--- src/hw/rtl/fwdr_pkg.sv ---
`default_nettype none

package fwdr_pkg;

    localparam int QUEUE_DEPTH_DEF = 16;
    localparam int VALUE_W         = 32;
    localparam int FUNC_W          = 3;
    localparam int STATUS_W        = 2;
    localparam int OCC_W           = 5;
    localparam int M_TDATA_W       = 40;
    localparam int CMDQ_DEPTH      = 2;

    typedef enum logic [FUNC_W-1:0] {
        OP_ENQ  = 3'd0,
        OP_DEL  = 3'd1,
        OP_DEQ  = 3'd2,
        OP_CLR  = 3'd3,
        OP_REV  = 3'd4,
        OP_SHOW = 3'd5,
        OP_NOP  = 3'd6
    } op_t;

    typedef enum logic [STATUS_W-1:0] {
        STAT_OK       = 2'd0,
        STAT_EMPTY    = 2'd1,
        STAT_NOTFOUND = 2'd2,
        STAT_FULL     = 2'd3
    } stat_t;

    typedef struct packed {
        op_t                op;
        logic [VALUE_W-1:0] value;
    } cmd_t;

endpackage

`default_nettype wire

--- src/hw/rtl/fifo_with_value_delete_and_reverse.sv ---
`default_nettype none

// Bounded FIFO of signed 32-bit values with enqueue, dequeue, delete-first-match,
// clear, reverse and show. Input transfers carry func in s_tuser and the value in
// s_tdata; a two-entry command queue takes transfers while the engine works, so
// s_tready only drops when two commands are waiting. Each result is one transfer;
// show gives one per stored entry with m_tlast on the final one. The store is a
// single-port-read memory walked one entry per cycle, except while show waits on
// the output. Enqueue, dequeue, clear, reverse and unused selectors do not walk
// it; show walks every stored entry and delete each at most once (search, then
// tail shift). Reverse swaps head and tail and flips the circular walk direction.
module fifo_with_value_delete_and_reverse
#(
    parameter int QUEUE_DEPTH = fwdr_pkg::QUEUE_DEPTH_DEF
)
(
    input  wire logic                           clk,
    input  wire logic                           rst_n,
    input  wire logic                           s_tvalid,
    output logic                                s_tready,
    input  wire logic [fwdr_pkg::VALUE_W-1:0]   s_tdata,   // value
    input  wire logic [fwdr_pkg::FUNC_W-1:0]    s_tuser,   // func
    output logic                                m_tvalid,
    input  wire logic                           m_tready,
    output logic [fwdr_pkg::M_TDATA_W-1:0]      m_tdata,   // data_out, occupancy, zero pad
    output logic [fwdr_pkg::STATUS_W-1:0]       m_tuser,   // status
    output logic                                m_tlast
);
    import fwdr_pkg::*;

    localparam int PAD_W = M_TDATA_W - VALUE_W - OCC_W;

    logic               cmd_valid;
    logic               cmd_ready;
    cmd_t               cmd;
    logic [VALUE_W-1:0] out_data;
    stat_t              out_status;
    logic [OCC_W-1:0]   out_occ;

    fwdr_front u_front
    (
        .clk       (clk),
        .rst_n     (rst_n),
        .s_tvalid  (s_tvalid),
        .s_tready  (s_tready),
        .s_tdata   (s_tdata),
        .s_tuser   (s_tuser),
        .cmd_valid (cmd_valid),
        .cmd_ready (cmd_ready),
        .cmd       (cmd)
    );

    fwdr_back
    #(
        .QUEUE_DEPTH (QUEUE_DEPTH)
    )
    u_back
    (
        .clk        (clk),
        .rst_n      (rst_n),
        .cmd_valid  (cmd_valid),
        .cmd_ready  (cmd_ready),
        .cmd        (cmd),
        .out_valid  (m_tvalid),
        .out_ready  (m_tready),
        .out_data   (out_data),
        .out_status (out_status),
        .out_occ    (out_occ),
        .out_last   (m_tlast)
    );

    assign m_tdata = {{PAD_W{1'b0}}, out_occ, out_data};
    assign m_tuser = out_status;

    // only show produces more than one result, and all of those are ok
    a_multi_ok: assert property (@(posedge clk) disable iff (!rst_n)
        m_tvalid && !m_tlast |-> m_tuser == STAT_OK)
        else $error("non-final result with error status");

    a_err_zero: assert property (@(posedge clk) disable iff (!rst_n)
        m_tvalid && m_tuser != STAT_OK |-> m_tdata[VALUE_W-1:0] == '0)
        else $error("error result carries data");

    a_empty_occ: assert property (@(posedge clk) disable iff (!rst_n)
        m_tvalid && m_tuser == STAT_EMPTY |-> out_occ == '0)
        else $error("empty status with nonzero occupancy");

endmodule

`default_nettype wire

--- src/hw/rtl/fwdr_front.sv ---
`default_nettype none

module fwdr_front
(
    input  wire logic                        clk,
    input  wire logic                        rst_n,
    input  wire logic                        s_tvalid,
    output logic                             s_tready,
    input  wire logic [fwdr_pkg::VALUE_W-1:0] s_tdata,
    input  wire logic [fwdr_pkg::FUNC_W-1:0]  s_tuser,
    output logic                             cmd_valid,
    input  wire logic                        cmd_ready,
    output fwdr_pkg::cmd_t                   cmd
);
    import fwdr_pkg::*;

    localparam int QW = $clog2(CMDQ_DEPTH);
    localparam int FW = $clog2(CMDQ_DEPTH + 1);

    cmd_t          q_reg [CMDQ_DEPTH];
    logic [QW-1:0] wr_ptr_reg;
    logic [QW-1:0] rd_ptr_reg;
    logic [FW-1:0] fill_reg;
    logic          push;
    logic          pop;
    cmd_t          dec;

    always_comb
    begin
        dec.value = s_tdata;
        case (s_tuser)
            OP_ENQ:  dec.op = OP_ENQ;
            OP_DEL:  dec.op = OP_DEL;
            OP_DEQ:  dec.op = OP_DEQ;
            OP_CLR:  dec.op = OP_CLR;
            OP_REV:  dec.op = OP_REV;
            OP_SHOW: dec.op = OP_SHOW;
            default: dec.op = OP_NOP;
        endcase
    end

    assign s_tready  = (fill_reg != FW'(CMDQ_DEPTH));
    assign cmd_valid = (fill_reg != '0);
    assign cmd       = q_reg[rd_ptr_reg];
    assign push      = s_tvalid && s_tready;
    assign pop       = cmd_valid && cmd_ready;

    always_ff @(posedge clk)
    begin
        if (push)
        begin
            q_reg[wr_ptr_reg] <= dec;
        end
    end

    always_ff @(posedge clk or negedge rst_n)
    begin
        if (!rst_n)
        begin
            wr_ptr_reg <= '0;
            rd_ptr_reg <= '0;
            fill_reg   <= '0;
        end
        else
        begin
            if (push)
            begin
                wr_ptr_reg <= wr_ptr_reg + QW'(1);
            end
            if (pop)
            begin
                rd_ptr_reg <= rd_ptr_reg + QW'(1);
            end
            if (push && !pop)
            begin
                fill_reg <= fill_reg + FW'(1);
            end
            else if (pop && !push)
            begin
                fill_reg <= fill_reg - FW'(1);
            end
        end
    end

endmodule

`default_nettype wire

--- src/hw/rtl/fwdr_back.sv ---
`default_nettype none

module fwdr_back
#(
    parameter int QUEUE_DEPTH = fwdr_pkg::QUEUE_DEPTH_DEF
)
(
    input  wire logic                          clk,
    input  wire logic                          rst_n,
    input  wire logic                          cmd_valid,
    output logic                               cmd_ready,
    input  wire fwdr_pkg::cmd_t                cmd,
    output logic                               out_valid,
    input  wire logic                          out_ready,
    output logic [fwdr_pkg::VALUE_W-1:0]       out_data,
    output fwdr_pkg::stat_t                    out_status,
    output logic [fwdr_pkg::OCC_W-1:0]         out_occ,
    output logic                               out_last
);
    import fwdr_pkg::*;

    localparam int PW = $clog2(QUEUE_DEPTH);
    localparam int CW = $clog2(QUEUE_DEPTH + 1);

    typedef enum logic [5:0] {
        ST_IDLE   = 6'b000001,
        ST_EXEC   = 6'b000010,
        ST_SEARCH = 6'b000100,
        ST_SHIFT  = 6'b001000,
        ST_SHOW   = 6'b010000,
        ST_DONE   = 6'b100000
    } state_t;

    function automatic logic [PW-1:0] ptr_fwd(input logic [PW-1:0] p, input logic d);
        logic [PW-1:0] r;
        if (!d)
        begin
            r = (p == PW'(QUEUE_DEPTH - 1)) ? '0 : p + PW'(1);
        end
        else
        begin
            r = (p == '0) ? PW'(QUEUE_DEPTH - 1) : p - PW'(1);
        end
        return r;
    endfunction

    function automatic logic [PW-1:0] ptr_bwd(input logic [PW-1:0] p, input logic d);
        return ptr_fwd(p, !d);
    endfunction

    logic [VALUE_W-1:0] mem [QUEUE_DEPTH];
    logic [VALUE_W-1:0] rd_data_reg;
    logic               wr_en;
    logic [PW-1:0]      wr_addr;
    logic [VALUE_W-1:0] wr_data;

    state_t             state_reg, state_next;
    op_t                op_reg, op_next;
    logic [VALUE_W-1:0] value_reg, value_next;
    logic [CW-1:0]      count_reg, count_next;
    logic [CW-1:0]      idx_reg, idx_next;
    logic [PW-1:0]      head_reg, head_next;
    logic [PW-1:0]      tail_reg, tail_next;
    logic [PW-1:0]      p_reg, p_next;
    logic               dir_reg, dir_next;
    logic [VALUE_W-1:0] res_data_reg, res_data_next;
    stat_t              res_status_reg, res_status_next;

    logic               ovalid_reg;
    logic [VALUE_W-1:0] odata_reg;
    stat_t              ostatus_reg;
    logic [OCC_W-1:0]   oocc_reg;
    logic               olast_reg;

    logic               out_free;
    logic               load;
    logic [VALUE_W-1:0] load_data;
    stat_t              load_status;
    logic               load_last;

    assign out_free = !ovalid_reg || out_ready;

    // rd_data_reg holds mem[p_reg], but keeps the old value after a write to that address
    always_ff @(posedge clk)
    begin
        if (wr_en)
        begin
            mem[wr_addr] <= wr_data;
        end
        rd_data_reg <= mem[p_next];
    end

    always_comb
    begin
        state_next      = state_reg;
        op_next         = op_reg;
        value_next      = value_reg;
        count_next      = count_reg;
        idx_next        = idx_reg;
        head_next       = head_reg;
        tail_next       = tail_reg;
        p_next          = p_reg;
        dir_next        = dir_reg;
        res_data_next   = res_data_reg;
        res_status_next = res_status_reg;
        cmd_ready       = 1'b0;
        wr_en           = 1'b0;
        wr_addr         = tail_reg;
        wr_data         = value_reg;
        load            = 1'b0;
        load_data       = res_data_reg;
        load_status     = res_status_reg;
        load_last       = 1'b1;

        case (state_reg)
            ST_IDLE:
            begin
                cmd_ready = 1'b1;
                p_next    = head_reg;
                if (cmd_valid)
                begin
                    op_next    = cmd.op;
                    value_next = cmd.value;
                    idx_next   = '0;
                    state_next = ST_EXEC;
                end
            end
            ST_EXEC:
            begin
                res_data_next   = '0;
                res_status_next = STAT_OK;
                state_next      = ST_DONE;
                case (op_reg)
                    OP_ENQ:
                    begin
                        if (count_reg == CW'(QUEUE_DEPTH))
                        begin
                            res_status_next = STAT_FULL;
                        end
                        else
                        begin
                            wr_en      = 1'b1;
                            tail_next  = ptr_fwd(tail_reg, dir_reg);
                            count_next = count_reg + CW'(1);
                        end
                    end
                    OP_DEL:
                    begin
                        if (count_reg == '0)
                        begin
                            res_status_next = STAT_EMPTY;
                        end
                        else
                        begin
                            state_next = ST_SEARCH;
                        end
                    end
                    OP_DEQ:
                    begin
                        if (count_reg == '0)
                        begin
                            res_status_next = STAT_EMPTY;
                        end
                        else
                        begin
                            res_data_next = rd_data_reg;
                            head_next     = ptr_fwd(head_reg, dir_reg);
                            count_next    = count_reg - CW'(1);
                        end
                    end
                    OP_CLR:
                    begin
                        count_next = '0;
                        tail_next  = head_reg;
                    end
                    OP_REV:
                    begin
                        head_next = ptr_bwd(tail_reg, dir_reg);
                        tail_next = ptr_bwd(head_reg, dir_reg);
                        dir_next  = !dir_reg;
                    end
                    OP_SHOW:
                    begin
                        if (count_reg == '0)
                        begin
                            res_status_next = STAT_EMPTY;
                        end
                        else
                        begin
                            state_next = ST_SHOW;
                        end
                    end
                    default:
                    begin
                    end
                endcase
            end
            ST_SEARCH:
            begin
                if (rd_data_reg == value_reg)
                begin
                    p_next     = ptr_fwd(p_reg, dir_reg);
                    state_next = ST_SHIFT;
                end
                else if (idx_reg + CW'(1) == count_reg)
                begin
                    res_status_next = STAT_NOTFOUND;
                    state_next      = ST_DONE;
                end
                else
                begin
                    idx_next = idx_reg + CW'(1);
                    p_next   = ptr_fwd(p_reg, dir_reg);
                end
            end
            ST_SHIFT:
            begin
                // close the gap: entry idx takes entry idx+1
                if (idx_reg + CW'(1) < count_reg)
                begin
                    wr_en    = 1'b1;
                    wr_addr  = ptr_bwd(p_reg, dir_reg);
                    wr_data  = rd_data_reg;
                    p_next   = ptr_fwd(p_reg, dir_reg);
                    idx_next = idx_reg + CW'(1);
                end
                else
                begin
                    tail_next       = ptr_bwd(tail_reg, dir_reg);
                    count_next      = count_reg - CW'(1);
                    res_status_next = STAT_OK;
                    state_next      = ST_DONE;
                end
            end
            ST_SHOW:
            begin
                load_data   = rd_data_reg;
                load_status = STAT_OK;
                load_last   = (idx_reg + CW'(1) == count_reg);
                if (out_free)
                begin
                    load = 1'b1;
                    if (load_last)
                    begin
                        state_next = ST_IDLE;
                    end
                    else
                    begin
                        idx_next = idx_reg + CW'(1);
                        p_next   = ptr_fwd(p_reg, dir_reg);
                    end
                end
            end
            ST_DONE:
            begin
                if (out_free)
                begin
                    load       = 1'b1;
                    state_next = ST_IDLE;
                end
            end
            default:
            begin
                state_next = ST_IDLE;
            end
        endcase
    end

    always_ff @(posedge clk or negedge rst_n)
    begin
        if (!rst_n)
        begin
            state_reg  <= ST_IDLE;
            count_reg  <= '0;
            idx_reg    <= '0;
            head_reg   <= '0;
            tail_reg   <= '0;
            p_reg      <= '0;
            dir_reg    <= 1'b0;
            ovalid_reg <= 1'b0;
        end
        else
        begin
            state_reg <= state_next;
            count_reg <= count_next;
            idx_reg   <= idx_next;
            head_reg  <= head_next;
            tail_reg  <= tail_next;
            p_reg     <= p_next;
            dir_reg   <= dir_next;
            if (load)
            begin
                ovalid_reg <= 1'b1;
            end
            else if (out_ready)
            begin
                ovalid_reg <= 1'b0;
            end
        end
    end

    always_ff @(posedge clk)
    begin
        op_reg         <= op_next;
        value_reg      <= value_next;
        res_data_reg   <= res_data_next;
        res_status_reg <= res_status_next;
        if (load)
        begin
            odata_reg   <= load_data;
            ostatus_reg <= load_status;
            oocc_reg    <= OCC_W'(count_next);
            olast_reg   <= load_last;
        end
    end

    assign out_valid  = ovalid_reg;
    assign out_data   = odata_reg;
    assign out_status = ostatus_reg;
    assign out_occ    = oocc_reg;
    assign out_last   = olast_reg;

endmodule

`default_nettype wire

--- config.mk ---
export PLATFORM = sky130hd
export DESIGN_NAME = fifo_with_value_delete_and_reverse
export DESIGN_NICKNAME = d
export VERILOG_FILES = /design/src/hw/rtl/fwdr_pkg.sv /design/src/hw/rtl/fifo_with_value_delete_and_reverse.sv /design/src/hw/rtl/fwdr_front.sv /design/src/hw/rtl/fwdr_back.sv
export SDC_FILE = /design/constraint.sdc
export NUM_CORES = 1
export LEC_CHECK = 0
export BUFFER_PORTS_ARGS = -buffer_cell sky130_fd_sc_hd__buf_2
export CAP_MARGIN = 20
export CORE_ASPECT_RATIO = 0.5
export CORE_MARGIN = 2
export CORE_UTILIZATION = 50
export DETAILED_ROUTE_END_ITERATION = 6
export GPL_ROUTABILITY_DRIVEN = 1
export GPL_TIMING_DRIVEN = 0
export PLACE_DENSITY = 0.69
export SKIP_CTS_REPAIR_TIMING = 1
export SLEW_MARGIN = 20
export SYNTH_ARGS = -nofsm -noshare
export SYNTH_HDL_FRONTEND = slang
export SYNTH_SLANG_ARGS = --single-unit
--- constraint.sdc ---
create_clock -name clk -period 4.7 [get_ports clk]
set_clock_uncertainty 0.2 [all_clocks]
set_input_delay 0.705 -clock clk [delete_from_list [all_inputs] [get_ports clk]]
set_output_delay 0.705 -clock clk [all_outputs]
set_load 0.05 [all_outputs]
==> impl_metrics.csv <==
group,metric,value,unit
yosys,synthAdderAreaFrac,0.00646,
route,drt_iter0_drc,2948,
floorplan,die_w,356,µm
placement,post-place-ws,-782,ps
global_routing,first_global_vias,20103,
clock_tree,clk_path_buf_depth,3,
yosys,synthDistinctLibCells,70,
clock_tree,clockRootBuffer,"clkbuf_16",
final_layout,largest_reg_flops,512,
yosys,syn_area,31000,µm²
sta,worst_slack,-124,ps
route,antenna_left,0,
placement,port_buffers,80,
yosys,synth_compound_area_frac,0.0587,
clock_tree,cts_sinks,757,
route,drc,7,
yosys,avgSynthCellArea,12.7,µm²
floorplan,die_area,64100,µm²
critical_path,worstPathMaxFanout,10,
route,vias,21415,
yosys,ys_seq_elements,757,
yosys,synth_top_family_by_area,"simple AND/OR/NAND/NOR gates",
status,status,"finished, violations left",
placement,place_congestion,0.903,
sta,setup_viol,1,
clock_tree,cts_tree,"done",
floorplan,start_util,0.506,
sta,post-route-period-util,1.03,
yosys,synthMuxAreaShare,0.0210,
global_routing,grt_start_max_net_pins,36,
final_layout,final_area,35800,µm²
sta,rsz0062_at_grt,"yes",
global_routing,grt_pass1_wl,128000,µm
pwr,ir_worst_vdd,0.000435,V
sta,finalHoldViolCount,0,
floorplan,rows,64,
status,violations,"DRC, setup timing",
min_path,hold_class,"primary input to async pin",
clock_tree,htree_levels,3,
critical_path,crit_path_top_delay_cell,"o211ai_1",
pwr,leakage,12.8,nW
yosys,synth.largest_area_cell,"edfxtp_1",
yosys,ys_seq_area_frac,0.718,
critical_path,cp_cell_sequence,"ha_1 > nand3_1 > xnor2_1 > ha_1 > and3_1 > o21ai_0 > nand2_2 > a221oi_4 > buf_4 > nand3_1 > a221o_1 > buf_2 > clkbuf_1 > a31oi_1 > a32oi_1 > o211ai_1",
clock_tree,cts.reportedPaths.clkPinSlew,70,ps
sta,tightest_slew,1250,ps
yosys,syn_inst,2434,
sta,finalSetupTns,-124,ps
placement,dpl_cell_area,33100,µm²
global_routing,antenna_found_initial,6,
yosys,ys.flop_type,"edfxtp_1",
critical_path,crit_path_end_kind,"register",
critical_path,required,4920,ps
yosys,yosys-top-cells-count,"nand2_1 (708), edfxtp_1 (691), nand3_1 (184), clkbuf_1 (78), nand4_1 (64)",
yosys,synth_top_area_share,0.670,
sta,relSlewSlack,0.170,
critical_path,critPathKind,"register to register",
yosys,synth-simple-area-share,0.157,
critical_path,max_stage_delay,610,ps
run,max_cap_violations,0,
floorplan,die_h,180,µm
yosys,synth-edff-count,691,
final_layout,nNetsFinal,2692,
pwr,power.density_cell_area,697,nW/µm²
route,drt-pass1-iter-count,7,
global_routing,grt_usage,0.270,
sta,slew_viol_final,0,
route,vias_per_cell,6.09,
placement,hpwl,60700,µm
final_layout,drive_gt1_frac,0.152,
yosys,async_flop_share,0.0449,
clock_tree,clock_latency,610,ps
critical_path,startpoint_type,"register",
final_layout,area_growth,15.7,%
route,wl_per_cell,25.1,µm
sta,fmax,207,MHz
yosys,synthTopCellsByArea,"edfxtp_1 (67%), nand2_1 (8.6%), nand3_1 (3.0%)",
yosys,synth-xor-area-share,0.0147,
final_layout,num_antenna_cells,0,
final_layout,post-route-util,0.586,
yosys,yosysMostFrequentCell,"nand2_1",
global_routing,grt_overflow,0,
sta,period_minus_slack,4820,ps
clock_tree,numCtsBuffers,67,
critical_path,crit_family,"compound AO/OA/AOI/OAI gates",
floorplan,core_area,61200,µm²
yosys,yosys_warnings,0,
route,wl,88300,µm
critical_path,crit_arrival,5050,ps
floorplan,ioPinCount,84,
critical_path,cp_num_buf_inv,3,
sta,hold_ws,18.0,ps
-- layout make-up --
class	count	area, µm²
Clock inverter	40	424
Fill cell	4741	25300
Buffer	145	729
Clock buffer	81	1800
Timing Repair Buffer	133	1300
Multi-Input combinational cell	1505	8190
Inverter	28	110
Sequential cell	757	22200
Tap cell	825	1030
-- layout by cell type, fill, tap and decap left out, types with 8 or more instances in the layout --
cell,n
a32oi_1,60
ha_1,16
nor4_1,14
mux2_2,38
nand2_1,707
xor2_1,39
dfxtp_1,32
o21ai_0,36
nor3_1,13
inv_1,22
buf_16,15
clkbuf_16,70
edfxtp_1,691
buf_2,116
o211ai_1,32
bufinv_16,8
buf_12,16
clkinv_1,14
nand2b_1,9
mux2i_1,20
buf_4,35
nand4_1,64
clkbuf_4,9
clkbuf_1,57
and2_1,36
a21oi_1,52
clkbuf_2,28
nand3_1,184
xnor2_1,13
clkinv_2,14
nor2_4,18
nor2_1,32
buf_1,9
a31oi_1,31
dfrtp_1,33
-- worst paths after layout --
path	from	cells after the start	to	slack (ps)
worst max-delay path	u_back.idx_reg[0]	16	u_back.rd_data_reg[0]	-120
worst min-delay path	rst_n	1	u_back.head_reg[3]	20
max in group asynchronous	rst_n	1	u_back.idx_reg[3]	3730
worst min register to register	u_back.res_data_reg[29]	2	u_back.out_data[29]	310
worst max register to register	u_back.idx_reg[0]	16	u_back.rd_data_reg[0]	-120
min in group clk	s_tdata[15]	1	u_front.q_reg[0][15]	90
-- through the flow --
step | total power, mW | cells
2_1_floorplan | 15.1 | 2436
3_3_place_gp | 18.6 | 3341
3_5_place_dp | 18.9 | 3362
4_1_cts | 24.5 | 3483
5_1_grt | 25.9 | 3514
6_report | 25.0 | 3514
-- routing by layer --
| layer | up-vias | wire length [µm] | global-route usage |
|---|---|---|---|
| met5 | - | 35 | 0 |
| met1 | 10511 | 34800 | 0.392 |
| met2 | 1416 | 38800 | 0.404 |
| li1 | 9292 | - | - |
| met4 | 6 | 2740 | 0.0829 |
| met3 | 190 | 11900 | 0.0658 |
-- logic make-up after synthesis --
kind of cell | count (synthesis)
flops | 757
simple gates | 1112
buf+inv | 174
mux | 59
xor+xnor | 52
compound gates | 263
fa+ha+maj | 16
other cells | 1
-- power by group --
group	total (mW)	switching, mW	internal, mW
combinational	9.78	7.07	2.71
sequential	9.56	0.666	8.90
clock	5.65	2.46	3.19
No activity file was read; power rests on OpenSTA's default activity.
